`src/rtl/core/dks_pkg.sv`:
```
`timescale 1ns / 1ps
// dks_pkg: constants and types shared by the descending key sorter
// no dependencies; compiled before every other file of the block

package dks_pkg;

    localparam int MAX_RECORDS = 64;
    localparam int YEAR_W      = 14;
    localparam int ID_W        = 16;
    localparam int CNT_W       = $clog2(MAX_RECORDS + 1);

    // one slot of the sorting chain
    typedef struct packed {
        logic              valid;
        logic [YEAR_W-1:0] key;
        logic [ID_W-1:0]   id;
    } dks_rec_t;

    // control broadcast to every cell
    typedef struct packed {
        logic              insert;
        logic              pop;
        logic [YEAR_W-1:0] new_key;
        logic [ID_W-1:0]   new_id;
    } dks_ctrl_t;

endpackage

```
`src/rtl/core/dks_cell.sv`:
```
`timescale 1ns / 1ps
// dks_cell: one slot of the insertion chain, holds a record in descending order
// depends on dks_pkg

module dks_cell
    import dks_pkg::*;
(
    input  logic      clk,
    input  logic      rst_n,
    input  dks_ctrl_t ctrl,
    input  dks_rec_t  left_rec,
    input  logic      left_pass,
    input  dks_rec_t  right_rec,
    output dks_rec_t  rec,
    output logic      pass
);

    logic              valid_reg;
    logic              valid_next;
    logic [YEAR_W-1:0] key_reg;
    logic [YEAR_W-1:0] key_next;
    logic [ID_W-1:0]   id_reg;
    logic [ID_W-1:0]   id_next;

    // new record belongs ahead of this slot's content
    assign pass = !(valid_reg && (key_reg >= ctrl.new_key));

    always_comb
    begin
        valid_next = valid_reg;
        key_next   = key_reg;
        id_next    = id_reg;
        if (ctrl.insert && pass)
        begin
            if (left_pass)
            begin
                valid_next = left_rec.valid;
                key_next   = left_rec.key;
                id_next    = left_rec.id;
            end
            else
            begin
                valid_next = 1'b1;
                key_next   = ctrl.new_key;
                id_next    = ctrl.new_id;
            end
        end
        else if (ctrl.pop)
        begin
            valid_next = right_rec.valid;
            key_next   = right_rec.key;
            id_next    = right_rec.id;
        end
    end

    always_ff @(posedge clk or negedge rst_n)
    begin
        if (!rst_n)
        begin
            valid_reg <= 1'b0;
        end
        else
        begin
            valid_reg <= valid_next;
        end
    end

    always_ff @(posedge clk)
    begin
        key_reg <= key_next;
        id_reg  <= id_next;
    end

    assign rec.valid = valid_reg;
    assign rec.key   = key_reg;
    assign rec.id    = id_reg;

endmodule

```
`config.mk`:
```
export PLATFORM = sky130hd
export DESIGN_NAME = dks_cell
export DESIGN_NICKNAME = d
export VERILOG_FILES = /design/src/rtl/core/dks_pkg.sv /design/src/rtl/core/dks_cell.sv
export SDC_FILE = /design/constraint.sdc
export NUM_CORES = 1
export LEC_CHECK = 0
export ABC_AREA = 1
export BUFFER_PORTS_ARGS = -buffer_cell sky130_fd_sc_hd__clkbuf_2
export CAP_MARGIN = 40
export CORE_MARGIN = 3
export CORE_UTILIZATION = 43
export DETAILED_ROUTE_END_ITERATION = 10
export PLACE_DENSITY = 0.91
export SLEW_MARGIN = 20
export SYNTH_ARGS = -nofsm -noshare
export SYNTH_HDL_FRONTEND = slang
export SYNTH_SLANG_ARGS = --single-unit
```
`constraint.sdc`:
```
create_clock -name clk -period 2.65 [get_ports clk]
set_clock_uncertainty 0.05 [all_clocks]
set_input_delay 0.265 -clock clk [delete_from_list [all_inputs] [get_ports clk]]
set_output_delay 0.265 -clock clk [all_outputs]
set_load 0.02 [all_outputs]
```
==> run summary <==
Vias/cell = 4.92
Outcome = complete, no violations
Clock Sinks = 31
Most frequent CP cell = nand2_1
Crit path DAT = 2290 ps
Hold WC Path Type = in2reg
Via count = 2006
Post-Route WL = 5340 um
Yosys Warn Count = 0
CP required = 2620 ps
Final Hold Vio Count = 0
FF+latch area = 926 um2
Slew Limit Fails = 0
Post-DP HPWL = 4240 um
Bufs on Longest Clock Path = 2
Mapped Nets = 338
Critical Path Fanout Max = 38
Hold_buf cts = 1
IO Count = 129
Placed inst area = 0.00269 mm2
Design area = 0.00278 mm2
Slowest cell on the critical path = edfxtp_1
Root buffer cell = clkbuf_8
PwrDens = 583 mW/mm2
Ant. Diodes = 0
Synth Area in Simple Gates = 0.170
Latest clock arrival within the worst-skew pair = 280 ps
Non-Filler Instances = 408
Crit. Startpoint = key_reg[13]
Hold WS = 212 ps
DIE AREA = 0.00558 mm2
Cell Chain, Critical Path = ha_1 > nand2_1 > nor2_1 > nand2_1 > nor2_1 > nand2_1 > nand3_2 > nand2_4 > nand2_8 > buf_4 > o21ai_1
CP Class = reg2reg
Die Y = 74.7 um
Die X = 74.7 um
Largest register FFs = 16
Seq/Total Area, Yosys = 0.456
Layout area overhead = 36.9%
Type of origin of the critical path = flop
Initial antenna violation count = 0
Final routed DRC violation total = 0
Min-delay src = right_rec[1]
CTS tree = yes
Initial core utilization = 0.457
Crit share post-route = 0.876
Nets = 466
Synth Area in Adders = 0.0863
Resized cells post-CTS = 0
Tot GR Track Use = 0.197
Grt ovf = 0
Max-cap violations = 0
RSZ-0062 raised after global routing = no
Wire length of the first global-routing pass = 8320 um
Crit path time final = 2320 ps
Worst Setup End Kind = flop
GP Congestion = 0.762
Post-CTS Setup Bufs = 0
WL per Instance = 13.1 um
Mux contribution to synthesized area = 0.0838
F_max = 0.431 GHz
Placed cells = 399
Area of the multi-input gates = 928 um2
Pin count of the biggest net entering global routing = 39
Yosys cell types = 17
Reg clk slew, reported paths = 70 ps
Leak Pwr = 1.52 nW
Reg-to-Reg Start = key_reg[13]
Core ar. = 0.00444 mm2
Synth Cell Area = 0.00203 mm2
Pre-Repair DR Iteration Count = 4
Maximum vdd drop = 414 uV
Vias in the first global route = 1930
CTS buffer count = 5
# setup viols final = 0
Post-Synth XOR/XNOR Area = 0
Largest family of logic cells by synthesized area = simple AND/OR/NAND/NOR gates
CTS H-tree lvls = 2
Tightest Pin Transition = 416 ps
Initial DRC count = 87
Post-route ant nets = 0
#FFs+latches synth = 31
Filler cell count = 383
Final TNS setup = 0 ps
Syn avg cell area = 8.94 um2
Synth Area in Compound Gates = 0.116
Row count = 24
CP max stage delay = 390 ps
Layout cells sized above 1 = 0.396
Port Buffers = 128
Slew headroom = 0.723
Mapped Cells = 227
## cells in the mapped netlist
cell type,number,area [um2]
nand2_4,1,11.3
buf_6,4,45.0
buf_2,1,5.00
clkbuf_1,3,11.3
nand2_8,1,20.0
nor2_1,20,75.1
nand2_1,57,214
buf_4,4,30.0
inv_1,23,86.3
dfrtp_1,1,25.0
nand3_2,1,10.0
ha_1,14,175
a21oi_1,17,85.1
mux2i_1,17,170
nand3_1,3,15.0
edfxtp_1,30,901
o21ai_1,30,150
## layout by cell type (no fill, tap or decap)
cell type and instances:
a21oi_1 17, buf_4 3, dfrtp_1 1, mux2i_1 17
o21ai_1 30, clkbuf_2 128, nand3_1 3, nand2_2 1
nand2_8 1, nand2_4 1, dlygate4sd3_1 1, nand2_1 56
edfxtp_1 30, inv_1 23, ha_1 14, clkbuf_8 5
clkinv_1 2, buf_12 1, nand3_2 1, nor2_1 20
clkbuf_1 1
## final timing paths
check / endpoint / cells after the start / slack [ps]
worst max-delay path: key_reg[0] / 11 / 330
worst min-delay path: id_reg[1] / 3 / 210
worst max register to register: key_reg[0] / 11 / 330
worst min register to register: valid_reg / 2 / 550
max in group asynchronous: valid_reg / 2 / 2220
min in group asynchronous: valid_reg / 2 / 240
## metrics by stage
| step | util | setup slack, ps | total power [mW] |
|---|---|---|---|
| 6_report | 0.625 | 328 | 1.62 |
| 5_1_grt | 0.625 | 32.4 | 1.73 |
| 4_1_cts | 0.625 | 304 | 1.63 |
| 3_5_place_dp | 0.605 | 318 | 1.28 |
| 3_3_place_gp | 0.605 | 389 | 1.27 |
| 2_1_floorplan | - | 276 | 1.09 |
## kinds of logic (layout without fill, tap and decap cells)
family | count (synthesis) | after routing
adders and majority gates | 14 | 14
DFF | 31 | 31
muxes | 17 | 17
AOI/OAI and AO/OA | 47 | 47
and+or+nand+nor | 83 | 83
buffers and inverters | 35 | 164
## critical path, delay by kind of cell, from the launching register on
kind | cells | cell delay (ps)
adder cells (fa/ha/maj) | 1 | 310
AO/OA/AOI/OAI | 1 | 120
buffers and inverters | 1 | 370
flip-flops | 1 | 390
AND/OR/NAND/NOR | 8 | 820
## power breakdown
part           switching [mW]  total, mW  internal, mW
Sequential             0.0382      0.691         0.653
Combinational           0.361      0.580         0.220
Clock                   0.170      0.349         0.179
Total                   0.569       1.62          1.05
## per-layer routing
layer	vias to the layer above	track usage	share of wire
li1	1020	-	-
met1	872	0.223	0.39
met2	102	0.333	0.49
met3	12	0.0694	0.098
met4	0	0.0889	0.020
met5	-	0	0
## final cells by class
class,count,area share
repair buffers,133,0.249
clock inverters,2,0.00270
flip-flops and latches,31,0.333
clock buffers,6,0.0261
multi-input cells,161,0.334
well taps,52,0.0234
inverters,23,0.0311
Power figures use the tool's default switching activity.
